## src/sv/triangle_squish_max_assert.svh

```systemverilog
// ---------------------------------------------------------------------------
// triangle_squish_max assertion macros
// shared concurrent assertion forms for the squish block
// ---------------------------------------------------------------------------
`ifndef TRIANGLE_SQUISH_MAX_ASSERT_SVH
`define TRIANGLE_SQUISH_MAX_ASSERT_SVH

// same-cycle implication
`define TSM_ASSERT_IMP(label, clk, rst_n, a, b) \
    label: assert property (@(posedge clk) disable iff (!rst_n) (a) |-> (b)) \
        else $error("tsm assertion failed");

// next-cycle implication
`define TSM_ASSERT_NXT(label, clk, rst_n, a, b) \
    label: assert property (@(posedge clk) disable iff (!rst_n) (a) |=> (b)) \
        else $error("tsm assertion failed");

`endif

```

## src/sv/tsm_pkg.sv

```systemverilog
// ---------------------------------------------------------------------------
// tsm_pkg
// types and fixed widths for the triangle squish block
// ---------------------------------------------------------------------------
`default_nettype none

package tsm_pkg;

    localparam int CoordW  = 16;
    localparam int DiffW   = 17;
    localparam int ProdW   = 34;
    localparam int SumW    = 34;
    localparam int DotW    = 35;
    localparam int RootW   = 25;
    localparam int QuotW   = 15;
    localparam int ResW    = 16;
    localparam int NumTerm = 6;
    localparam int DataW   = 144;

    localparam logic [ResW-1:0] ONE_Q15 = 16'h8000;

    typedef enum logic [2:0] {
        ST_IDLE,
        ST_MUL,
        ST_SQRT,
        ST_DIV,
        ST_DONE
    } state_t;

endpackage

`default_nettype wire

```

## src/sv/tsm_sqrt.sv

```systemverilog
// ---------------------------------------------------------------------------
// tsm_sqrt
// bit-serial square root of the squared length scaled by 2^16, one root bit
// per cycle
// ---------------------------------------------------------------------------
`default_nettype none

module tsm_sqrt (
    input  wire logic                      clk,
    input  wire logic                      rst_n,
    input  wire logic                      start,
    input  wire logic [tsm_pkg::SumW-1:0]  radicand,
    output logic                           done,
    output logic [tsm_pkg::RootW-1:0]      root
);
    import tsm_pkg::*;

    localparam int RadW = 2 * RootW;
    localparam int RemW = RootW + 1;

    logic              busy_reg, busy_next;
    logic [4:0]        cnt_reg, cnt_next;
    logic [RadW-1:0]   rad_reg, rad_next;
    logic [RemW-1:0]   rem_reg, rem_next;
    logic [RootW-1:0]  root_reg, root_next;
    logic              done_reg, done_next;

    logic [RemW+1:0]   rem_sh;
    logic [RemW+1:0]   trial;
    logic              ge;

    always_comb
    begin
        rem_sh = {rem_reg, rad_reg[RadW-1 -: 2]};
        trial  = {1'b0, root_reg, 2'b01};
        ge     = (rem_sh >= trial);
    end

    always_comb
    begin
        busy_next = busy_reg;
        cnt_next  = cnt_reg;
        rad_next  = rad_reg;
        rem_next  = rem_reg;
        root_next = root_reg;
        done_next = 1'b0;
        if (start)
        begin
            busy_next = 1'b1;
            cnt_next  = '0;
            rad_next  = {radicand, 16'h0000};
            rem_next  = '0;
            root_next = '0;
        end
        else if (busy_reg)
        begin
            rad_next  = {rad_reg[RadW-3:0], 2'b00};
            rem_next  = ge ? RemW'(rem_sh - trial) : rem_sh[RemW-1:0];
            root_next = {root_reg[RootW-2:0], ge};
            cnt_next  = cnt_reg + 5'd1;
            if (cnt_reg == 5'(RootW - 1))
            begin
                busy_next = 1'b0;
                done_next = 1'b1;
            end
        end
    end

    always_ff @(posedge clk or negedge rst_n)
    begin
        if (!rst_n)
        begin
            busy_reg <= 1'b0;
            done_reg <= 1'b0;
            cnt_reg  <= '0;
        end
        else
        begin
            busy_reg <= busy_next;
            done_reg <= done_next;
            cnt_reg  <= cnt_next;
        end
    end

    always_ff @(posedge clk)
    begin
        rad_reg  <= rad_next;
        rem_reg  <= rem_next;
        root_reg <= root_next;
    end

    assign done = done_reg;
    assign root = root_reg;

endmodule

`default_nettype wire

```

## src/sv/tsm_div.sv

```systemverilog
// ---------------------------------------------------------------------------
// tsm_div
// restoring divider for num * 2048 / len, one quotient bit per cycle
// ---------------------------------------------------------------------------
`default_nettype none

module tsm_div (
    input  wire logic                      clk,
    input  wire logic                      rst_n,
    input  wire logic                      start,
    input  wire logic [tsm_pkg::SumW-1:0]  num,
    input  wire logic [tsm_pkg::RootW-1:0] len,
    output logic                           done,
    output logic [tsm_pkg::QuotW-1:0]      quot
);
    import tsm_pkg::*;

    logic              busy_reg, busy_next;
    logic [3:0]        cnt_reg, cnt_next;
    logic [RootW-1:0]  r_reg, r_next;
    logic [RootW-1:0]  dsr_reg, dsr_next;
    logic [QuotW-1:0]  dvd_reg, dvd_next;
    logic [QuotW-1:0]  q_reg, q_next;
    logic              done_reg, done_next;

    logic [RootW:0]    t;
    logic              ge;

    always_comb
    begin
        t  = {r_reg, dvd_reg[QuotW-1]};
        ge = (t >= {1'b0, dsr_reg});
    end

    always_comb
    begin
        busy_next = busy_reg;
        cnt_next  = cnt_reg;
        r_next    = r_reg;
        dsr_next  = dsr_reg;
        dvd_next  = dvd_reg;
        q_next    = q_reg;
        done_next = 1'b0;
        if (start)
        begin
            busy_next = 1'b1;
            cnt_next  = '0;
            // caller guarantees num >> 4 < len
            r_next    = num[RootW+3:4];
            dsr_next  = len;
            dvd_next  = {num[3:0], 11'b0};
            q_next    = '0;
        end
        else if (busy_reg)
        begin
            r_next   = ge ? RootW'(t - {1'b0, dsr_reg}) : t[RootW-1:0];
            q_next   = {q_reg[QuotW-2:0], ge};
            dvd_next = {dvd_reg[QuotW-2:0], 1'b0};
            cnt_next = cnt_reg + 4'd1;
            if (cnt_reg == 4'(QuotW - 1))
            begin
                busy_next = 1'b0;
                done_next = 1'b1;
            end
        end
    end

    always_ff @(posedge clk or negedge rst_n)
    begin
        if (!rst_n)
        begin
            busy_reg <= 1'b0;
            done_reg <= 1'b0;
            cnt_reg  <= '0;
        end
        else
        begin
            busy_reg <= busy_next;
            done_reg <= done_next;
            cnt_reg  <= cnt_next;
        end
    end

    always_ff @(posedge clk)
    begin
        r_reg   <= r_next;
        dsr_reg <= dsr_next;
        dvd_reg <= dvd_next;
        q_reg   <= q_next;
    end

    assign done = done_reg;
    assign quot = q_reg;

endmodule

`default_nettype wire

```

## src/sv/triangle_squish_max.sv

```systemverilog
// ---------------------------------------------------------------------------
// triangle_squish_max
// running maximum of 1 - |area . d| / |d| over the neighbors of a triangle
//
//   channel   dir   payload                                  marks
//   s_axis    in    tdata: 9 x 16 bit centers and area       tuser has_neighbor,
//                                                            tlast last_neighbor
//   m_axis    out   tdata: max_squish Q1.15                  -
//
// a neighbor passes through one shared 17x17 multiplier, then the bit-serial
// square root and then the bit-serial divider; coincident centers skip both
// later units and a dot of one or more skips the divider
// an item with no neighbor goes straight to the done state
// one item at a time; a finished result waits in the output register and a
// last item holds until that register is free
// reset clears the running maximum and the output valid
// ---------------------------------------------------------------------------
`default_nettype none

`include "triangle_squish_max_assert.svh"

module triangle_squish_max (
    input  wire logic                       clk,
    input  wire logic                       rst_n,
    input  wire logic                       s_axis_tvalid,
    output logic                            s_axis_tready,
    // current_x, current_y, current_z, neighbor_x, neighbor_y, neighbor_z,
    // area_x, area_y, area_z
    input  wire logic [tsm_pkg::DataW-1:0]  s_axis_tdata,
    // has_neighbor
    input  wire logic                       s_axis_tuser,
    input  wire logic                       s_axis_tlast,
    output logic                            m_axis_tvalid,
    input  wire logic                       m_axis_tready,
    // max_squish
    output logic [tsm_pkg::ResW-1:0]        m_axis_tdata
);
    import tsm_pkg::*;

    state_t state_reg, state_next;

    logic signed [DiffW-1:0] dx_reg, dy_reg, dz_reg;
    logic signed [DiffW-1:0] ax_reg, ay_reg, az_reg;
    logic                    has_reg, last_reg;
    logic [2:0]              cnt_reg, cnt_next;
    logic signed [ProdW-1:0] prod_reg;
    logic [2:0]              psel_reg;
    logic [SumW-1:0]         s_reg, s_next;
    logic signed [DotW-1:0]  dot_reg, dot_next;
    logic [SumW-1:0]         num;
    logic [ResW-1:0]         max_reg, max_next;
    logic [ResW-1:0]         out_reg, out_next;
    logic                    ovalid_reg, ovalid_next;

    logic signed [DiffW-1:0] mul_a, mul_b;
    logic                    in_acc, out_free;
    logic                    sqrt_start, sqrt_done, div_start, div_done;
    logic [RootW-1:0]        root;
    logic [QuotW-1:0]        quot;
    logic                    too_big;
    logic [ResW-1:0]         squish;

    assign in_acc   = s_axis_tvalid && s_axis_tready;
    assign out_free = !ovalid_reg || m_axis_tready;
    assign num      = dot_reg[DotW-1] ? SumW'(-dot_reg) : dot_reg[SumW-1:0];
    assign too_big  = ({4'b0, num} >= {9'b0, root, 4'b0});
    assign squish   = ONE_Q15 - {1'b0, quot};

    // shared multiplier operand select
    always_comb
    begin
        case (cnt_reg)
            3'd0:    begin mul_a = dx_reg; mul_b = dx_reg; end
            3'd1:    begin mul_a = dy_reg; mul_b = dy_reg; end
            3'd2:    begin mul_a = dz_reg; mul_b = dz_reg; end
            3'd3:    begin mul_a = ax_reg; mul_b = dx_reg; end
            3'd4:    begin mul_a = ay_reg; mul_b = dy_reg; end
            default: begin mul_a = az_reg; mul_b = dz_reg; end
        endcase
    end

    // next state
    always_comb
    begin
        state_next = state_reg;
        unique case (state_reg)
            ST_IDLE:
            begin
                if (in_acc)
                    state_next = s_axis_tuser ? ST_MUL : ST_DONE;
            end
            ST_MUL:
            begin
                if (cnt_reg == 3'(NumTerm))
                    state_next = (s_next == '0) ? ST_DONE : ST_SQRT;
            end
            ST_SQRT:
            begin
                if (sqrt_done)
                    state_next = too_big ? ST_DONE : ST_DIV;
            end
            ST_DIV:
            begin
                if (div_done)
                    state_next = ST_DONE;
            end
            ST_DONE:
            begin
                if (!last_reg || out_free)
                    state_next = ST_IDLE;
            end
            default: state_next = ST_IDLE;
        endcase
    end

    // outputs and datapath control
    always_comb
    begin
        s_axis_tready = 1'b0;
        cnt_next      = cnt_reg;
        s_next        = s_reg;
        dot_next      = dot_reg;
        max_next      = max_reg;
        out_next      = out_reg;
        ovalid_next   = ovalid_reg && !m_axis_tready;
        sqrt_start    = 1'b0;
        div_start     = 1'b0;
        unique case (state_reg)
            ST_IDLE:
            begin
                s_axis_tready = 1'b1;
                cnt_next      = '0;
                s_next        = '0;
                dot_next      = '0;
            end
            ST_MUL:
            begin
                cnt_next = cnt_reg + 3'd1;
                if (cnt_reg != 3'd0)
                begin
                    if (psel_reg < 3'd3)
                        s_next = s_reg + SumW'(unsigned'(prod_reg));
                    else
                        dot_next = dot_reg + DotW'(prod_reg);
                end
                if (cnt_reg == 3'(NumTerm) && s_next != '0)
                    sqrt_start = 1'b1;
            end
            ST_SQRT:
            begin
                if (sqrt_done && !too_big)
                    div_start = 1'b1;
            end
            ST_DIV:
            begin
                if (div_done && squish > max_reg)
                    max_next = squish;
            end
            ST_DONE:
            begin
                if (last_reg && out_free)
                begin
                    out_next    = max_reg;
                    ovalid_next = 1'b1;
                    max_next    = '0;
                end
            end
            default: ;
        endcase
    end

    always_ff @(posedge clk or negedge rst_n)
    begin
        if (!rst_n)
        begin
            state_reg  <= ST_IDLE;
            cnt_reg    <= '0;
            max_reg    <= '0;
            ovalid_reg <= 1'b0;
        end
        else
        begin
            state_reg  <= state_next;
            cnt_reg    <= cnt_next;
            max_reg    <= max_next;
            ovalid_reg <= ovalid_next;
        end
    end

    always_ff @(posedge clk)
    begin
        if (in_acc)
        begin
            dx_reg   <= DiffW'(signed'(s_axis_tdata[63:48]))   - DiffW'(signed'(s_axis_tdata[15:0]));
            dy_reg   <= DiffW'(signed'(s_axis_tdata[79:64]))   - DiffW'(signed'(s_axis_tdata[31:16]));
            dz_reg   <= DiffW'(signed'(s_axis_tdata[95:80]))   - DiffW'(signed'(s_axis_tdata[47:32]));
            ax_reg   <= DiffW'(signed'(s_axis_tdata[111:96]));
            ay_reg   <= DiffW'(signed'(s_axis_tdata[127:112]));
            az_reg   <= DiffW'(signed'(s_axis_tdata[143:128]));
            has_reg  <= s_axis_tuser;
            last_reg <= s_axis_tlast;
        end
        prod_reg <= mul_a * mul_b;
        psel_reg <= cnt_reg;
        s_reg    <= s_next;
        dot_reg  <= dot_next;
        out_reg  <= out_next;
    end

    tsm_sqrt u_sqrt (
        .clk      (clk),
        .rst_n    (rst_n),
        .start    (sqrt_start),
        .radicand (s_next),
        .done     (sqrt_done),
        .root     (root)
    );

    tsm_div u_div (
        .clk   (clk),
        .rst_n (rst_n),
        .start (div_start),
        .num   (num),
        .len   (root),
        .done  (div_done),
        .quot  (quot)
    );

    assign m_axis_tvalid = ovalid_reg;
    assign m_axis_tdata  = out_reg;

    `TSM_ASSERT_IMP(a_sqrt_done_state, clk, rst_n, sqrt_done, state_reg == ST_SQRT)
    `TSM_ASSERT_IMP(a_div_done_state, clk, rst_n, div_done, state_reg == ST_DIV && has_reg)
    `TSM_ASSERT_NXT(a_max_cleared, clk, rst_n, state_reg == ST_DONE && last_reg && out_free, max_reg == '0 && m_axis_tvalid)
    `TSM_ASSERT_IMP(a_max_bound, clk, rst_n, 1'b1, max_reg <= ONE_Q15)

endmodule

`default_nettype wire

```

## config.mk

```make
export PLATFORM = sky130hd
export DESIGN_NAME = triangle_squish_max
export DESIGN_NICKNAME = d
export VERILOG_FILES = /design/src/sv/tsm_pkg.sv /design/src/sv/tsm_sqrt.sv /design/src/sv/tsm_div.sv /design/src/sv/triangle_squish_max.sv
export VERILOG_INCLUDE_DIRS = /design/src /design/src/sv
export SDC_FILE = /design/constraint.sdc
export NUM_CORES = 2
export LEC_CHECK = 0
export BUFFER_PORTS_ARGS = -buffer_cell sky130_fd_sc_hd__buf_2
export CELL_PAD_IN_SITES_DETAIL_PLACEMENT = 1
export CELL_PAD_IN_SITES_GLOBAL_PLACEMENT = 1
export CORE_MARGIN = 8
export CORE_UTILIZATION = 45
export CTS_CLUSTER_SIZE = 20
export DETAILED_ROUTE_END_ITERATION = 12
export GPL_ROUTABILITY_DRIVEN = 0
export PLACE_DENSITY_LB_ADDON = 0.1
export RECOVER_POWER = 25
export REMOVE_ABC_BUFFERS = 1
export SYNTH_ARGS = -nofsm -noshare
export SYNTH_HDL_FRONTEND = slang
export SYNTH_SLANG_ARGS = --single-unit
```

## constraint.sdc

```tcl
create_clock -name clk -period 12.8 [get_ports clk]
set_input_delay 0 -clock clk [delete_from_list [all_inputs] [get_ports clk]]
set_output_delay 0 -clock clk [all_outputs]
set_load 0.1 [all_outputs]
```

Word level (Yosys, flattened, before mapping)
Index checks and enable logic that the tools add are counted.
{"block": "classes", "mux": 54, "add_sub_neg": 12, "reduce_logical": 27, "mul": 1, "eq_ne": 20, "n_lt_le_gt_ge": 5}
{"op": "$mux W34", "count": 4}
{"op": "$mux W50", "count": 2}
{"op": "$pmux W17 S5", "count": 1}
{"op": "$mux W25", "count": 3}
{"op": "$mux W35", "count": 2}
{"op": "$pmux W35 S2", "count": 1}
{"op": "$pmux W34 S2", "count": 1}
{"op": "$sub A16 B16 Y17", "count": 3}
{"op": "$add A35 B34 Y35", "count": 1}
{"op": "$add A34 B34 Y34", "count": 1}
{"op": "$ge A34 B29 Y1", "count": 1}
{"op": "$logic_not A34 Y1", "count": 1}
{"op": "$mul A17 B17 Y34", "count": 1}
{"op": "$neg A34 Y34", "count": 1}
{"op": "$pmux W17 S2", "count": 1}
{"op": "$reduce_bool A34 Y1", "count": 1}
{"op": "$mux W16", "count": 2}
{"op": "$pmux W16 S2", "count": 1}
{"op": "$mux W15", "count": 2}
{"op": "$ge A28 B27 Y1", "count": 1}
{"op": "$ge A26 B25 Y1", "count": 1}
{"op": "$mux W26", "count": 1}
{"op": "$sub A26 B26 Y26", "count": 1}
{"op": "$sub A25 B25 Y25", "count": 1}
{"op": "other kinds (29)", "count": 84}
{"block": "word_totals", "reg_bits": 412, "input_bits": 150, "output_inout_bits": 18}

Longest topological paths before layout
{"block": "depth", "depth_word": 9, "mapped_depth": 38, "mapped_depth_nobuf": 32}

Hierarchy
From an unflattened synthesis, not the netlist that was laid out.
{"block": "hier_totals", "cells_unflattened": 3938, "area_unflattened_um2": 36983.0}
{"mod": "triangle_squish_max", "seq_area_each_um2": 6531.3, "instances": 1, "area_per_inst_um2": 27259.9, "cells_per_inst": 2966}
{"mod": "tsm_sqrt", "seq_area_each_um2": 2217.1, "instances": 1, "area_per_inst_um2": 5241.3, "cells_per_inst": 533}
{"mod": "tsm_div", "seq_area_each_um2": 2072.0, "instances": 1, "area_per_inst_um2": 4481.8, "cells_per_inst": 439}

Least setup slack after synthesis
OpenSTA, ideal clock, no wires.
{"block": "synth_timing", "path_type": "flip-flop to flip-flop", "startpoint": "reg cnt_reg[0]", "endpoint": "reg prod_reg[30]", "arrival_time_ns": 8.709, "stages_incl_launch_ff": 37, "required_ns": 12.728, "path_slack_ns": 4.019, "path_buffers": 6, "path_cell_list": "dfrtp_1 -> inv_1 -> ha_1 -> clkbuf_1 -> and2_1 -> clkbuf_1 -> or2_2 -> clkbuf_1 -> or3_1 -> clkbuf_1 -> clkbuf_1 -> nor2_1 -> or2_2 -> clkbuf_1 -> nor2_1 -> fa_1 -> inv_1 -> fa_1 -> fa_1 -> inv_1 -> ha_1 -> fa_1 -> inv_1 -> fa_1 -> inv_1 -> ha_1 -> a21o_1 -> a21o_1 -> a221o_1 -> a21oi_1 -> a31oi_1 -> a221oi_1 -> o21a_1 -> a21oi_1 -> a41o_1 -> o41ai_1 -> xnor2_1"}
{"block": "synth_between", "elab_chain_len": 4, "elab_cells_between_ends": 10}
{"item": "from (decl)", "line": "triangle_squish_max.sv:45", "text": "logic [2:0] cnt_reg, cnt_next;"}
{"item": "from (signal assigned)", "line": "triangle_squish_max.sv:184", "text": "cnt_reg <= cnt_next;"}
{"item": "$eq A3 B3 Y1 (tied with other cells)", "line": "triangle_squish_max.sv:72", "text": "case (cnt_reg)"}
{"item": "$reduce_or A2 Y1 (no line)"}
{"item": "$pmux W17 S2", "line": "triangle_squish_max.sv:72"}
{"item": "$mul A17 B17 Y34 (*)", "line": "triangle_squish_max.sv:203", "text": "prod_reg <= mul_a * mul_b;"}
{"item": "to (signal assigned)", "line": "triangle_squish_max.sv:203"}
{"item": "to (decl)", "line": "triangle_squish_max.sv:46", "text": "logic signed [ProdW-1:0] prod_reg;"}
Every way passes the cells marked *; elsewhere a longest branch is shown, timed or not.
A chain may end at the register's enable or synchronous reset.

Final worst setup path
{"block": "layout_timing", "startpoint": "reg cnt_reg[2]", "endpoint": "reg prod_reg[30]"}
The elaborated chain is that of the path after synthesis.

==> results.yml <==
run_status:
  status: "finished with violations"
  violations: "max-capacitance violations, max-slew violations"
clocking:
  cts_tree: "yes"
  path_clk_slew_ps: 60
  cts_hold_buf: 146
  cts_buffers: 50
  clock_sinks: 412
  cts_max_path_buffers: 3
  clk_latency_ps: 640
  cts_max_level: 2
  ctsRootBufferMaster: "clkbuf_16"
  post-cts-setup-buffers: 0
  cts_resized: 0
yosys:
  synth_seq_area_share: 0.291
  synth_area_leaders: "edfxtp_1 (19%), fa_1 (16%), ha_1 (10%), dfxtp_1 (7.4%), inv_1 (5.7%)"
  yosysTopAreaCellShare: 0.193
  synth_flop_cell: "edfxtp_1"
  synth_area_sq_um: 37200
  yosysTopAreaCell: "edfxtp_1"
  synth_cells: 4021
  synth.distinct_cells: 81
  yosysWarnings: 0
  ys_async_sr_fraction: 0.0874
  avgSynthCellArea_sq_um: 9.24
  synth-seq-cells: 412
  synth-edff-count: 239
floorplan:
  die_width_um: 303
  pin_count: 168
  die-area_sq_um: 92000
  start_util: 0.453
  coreArea_sq_um: 82000
  die_h_um: 303
  fp-row-count: 105
routing:
  vias: 30300
  drtIter0Drc: 1650
  first_pass_iters: 6
  post_drt_wl_per_cell_um: 21.7
  viasPerCell: 5.60
  wirelength_mm: 117
  drc_errors: 0
  antenna_left: 0
setup_path:
  cp-start-kind: "flop"
  worst-setup-path-type: "flop to flop"
  reg2reg_slack_ps: 2320
  crit_start: "cnt_reg[2]$_DFFE_PN0N_"
  required_ps: 13340
  r2r-end: "prod_reg[30]$_DFF_P_"
  crit_end: "prod_reg[30]$_DFF_P_"
  crit_arrival_ps: 11020
  cpMaxStageDelayCell: "clkbuf_1"
  path_max_fanout: 26
  critical_path.endpoint_type: "flop"
  rr_startpoint: "cnt_reg[2]$_DFFE_PN0N_"
  crit_path_max_incr_delay_ps: 930
  rr_worst_depth: 30
placed_design:
  dp_slack_ps: 2600
  io_buffers: 167
  dp_hpwl_mm: 90.4
  placed_area_sq_um: 39200
grt:
  global_route.usage.met1: 0.296
  grt_use_met3: 0.0276
  antenna_found_initial: 6
  grt.met2_usage: 0.480
  first_global_vias: 33000
  grt_max_degree: 78
  overflow: 0
  grt_util_all_layers: 0.257
  grt_pass1_wl_mm: 186
  busiest_layer: "met2"
timing:
  tightestPinTransition_ps: 2230
  setup_tns_ps: 0
  timing.final.ws_setup_ps: 2320
  finalHoldViolations: 0
  setup_violations: 0
  maxSlewHeadroom: -0.486
  fin_skew_ps: 38.1
  period_needed_ps: 10480
  drv_slew: 114
  max_clock_freq_mhz: 95.5
  rsz0062_at_grt: "false"
  finalCritPeriodShare: 0.818
job:
  maxCapViolCount: 3
final_layout:
  fin_nets: 5052
  regArea_sq_um: 10800
  area_growth_pct: 13.9
  fill_cells: 9482
  stdcell_area_sq_um: 42300
  drive_above_1_share: 0.0853
  largest_register_ff_count: 35
  multi_input_area_sq_um: 23800
min_path:
  hold_class: "primary input to flop"
==> kinds of logic (layout without fill, tap and decap cells) <==
kind of cell / after synthesis / count (layout) / synth area share
xor+xnor: 192 / 192 / 0.0453
flops: 412 / 412 / 0.291
simple gates: 1198 / 1198 / 0.148
other cells: 0 / 7 / 0
mux: 124 / 124 / 0.0355
fa+ha+maj: 607 / 607 / 0.265
buf+inv: 697 / 1013 / 0.0710
compound gates: 791 / 791 / 0.144
==> metrics by stage <==
stage,utilization,cells,hold WS [ps]
floorplan,-,3890,-296
global placement,0.478,5167,177
detailed placement,0.478,5167,179
CTS,0.517,5407,2.82
global route,0.516,5414,28.6
finish,0.516,5414,23.4
==> worst max-delay path: cells and delay by family (launching register included) <==
kind / cells / cell delay (ps)
AOI/OAI and AO/OA: 10 / 2750
and+or+nand+nor: 5 / 2050
xor gates and xnor gates: 1 / 160
adders and majority gates: 8 / 3820
buffers and inverters: 6 / 1260
DFF: 1 / 320
==> how the worst min path moves through the flow <==
stage,startpoint,endpoint,slack [ps],cells past startpoint
6_report,s_axis_tdata[65],dy_reg[2]$_DFFE_PP_,20,4
5_1_grt,s_axis_tdata[49],dx_reg[1]$_DFFE_PP_,30,4
4_1_cts,s_axis_tdata[8],dx_reg[8]$_DFFE_PP_,3,5
3_5_place_dp,s_axis_tdata[139],az_reg[11]$_DFFE_PP_,180,1
3_3_place_gp,rst_n,max_reg[9]$_DFFE_PN0P_,180,1
2_1_floorplan,rst_n,cnt_reg[0]$_DFFE_PN0N_,-300,0
==> synth_stat cells (all sizes together) (46+ instances only) <==
library cell and instances:
a21o 89, a21oi 181, a22oi 48, clkbuf 107
dfxtp 137, edfxtp 239, fa 302, ha 305
inv 566, mux2 62, mux2i 62, nand2 287
nand2b 46, nand3 58, nor2 487, nor2b 47
nor3 61, o21ai 171, xnor2 125, xor2 67
==> cell type report <==
cell class / count / share of cell area
Antenna cell: 7 / 0.000414
Clock buffer: 59 / 0.0321
Clock inverter: 35 / 0.00849
Inverter: 566 / 0.0502
Multi-Input combinational cell: 2912 / 0.562
Sequential cell: 412 / 0.256
Tap cell: 1070 / 0.0316
Timing Repair Buffer: 353 / 0.0599
==> metal layers <==
layer | up-vias | wire length (um)
met3 | 257 | 3450
met4 | 0 | 5230
li1 | 14300 | -
met5 | - | 0
met2 | 597 | 61500
met1 | 15200 | 47300
==> layout by cell type (no fill, tap or decap), types with 36 or more instances in the layout <==
cell / netlist / layout
nor2b_1: 47 / 47
mux2_2: 47 / 47
o21ai_0: 162 / 162
fa_1: 302 / 302
nand4_1: 36 / 36
edfxtp_1: 239 / 239
xnor2_1: 125 / 125
mux2i_1: 62 / 61
a21oi_1: 181 / 180
buf_4: 1 / 38
nand3_1: 58 / 58
clkbuf_16: 0 / 51
dfxtp_1: 137 / 137
xor2_1: 67 / 67
nor3_1: 61 / 60
buf_2: 10 / 123
and3_1: 39 / 39
nand2_1: 286 / 286
a22oi_1: 48 / 48
dlygate4sd3_1: 0 / 146
inv_1: 566 / 566
nor2_1: 487 / 486
a21o_1: 89 / 89
clkbuf_1: 107 / 49
ha_1: 305 / 305
nand2b_1: 46 / 46
Power is left out: the tool's default activity adds up to more than one toggle a clock period on the data nets, which glitch-free logic cannot reach.
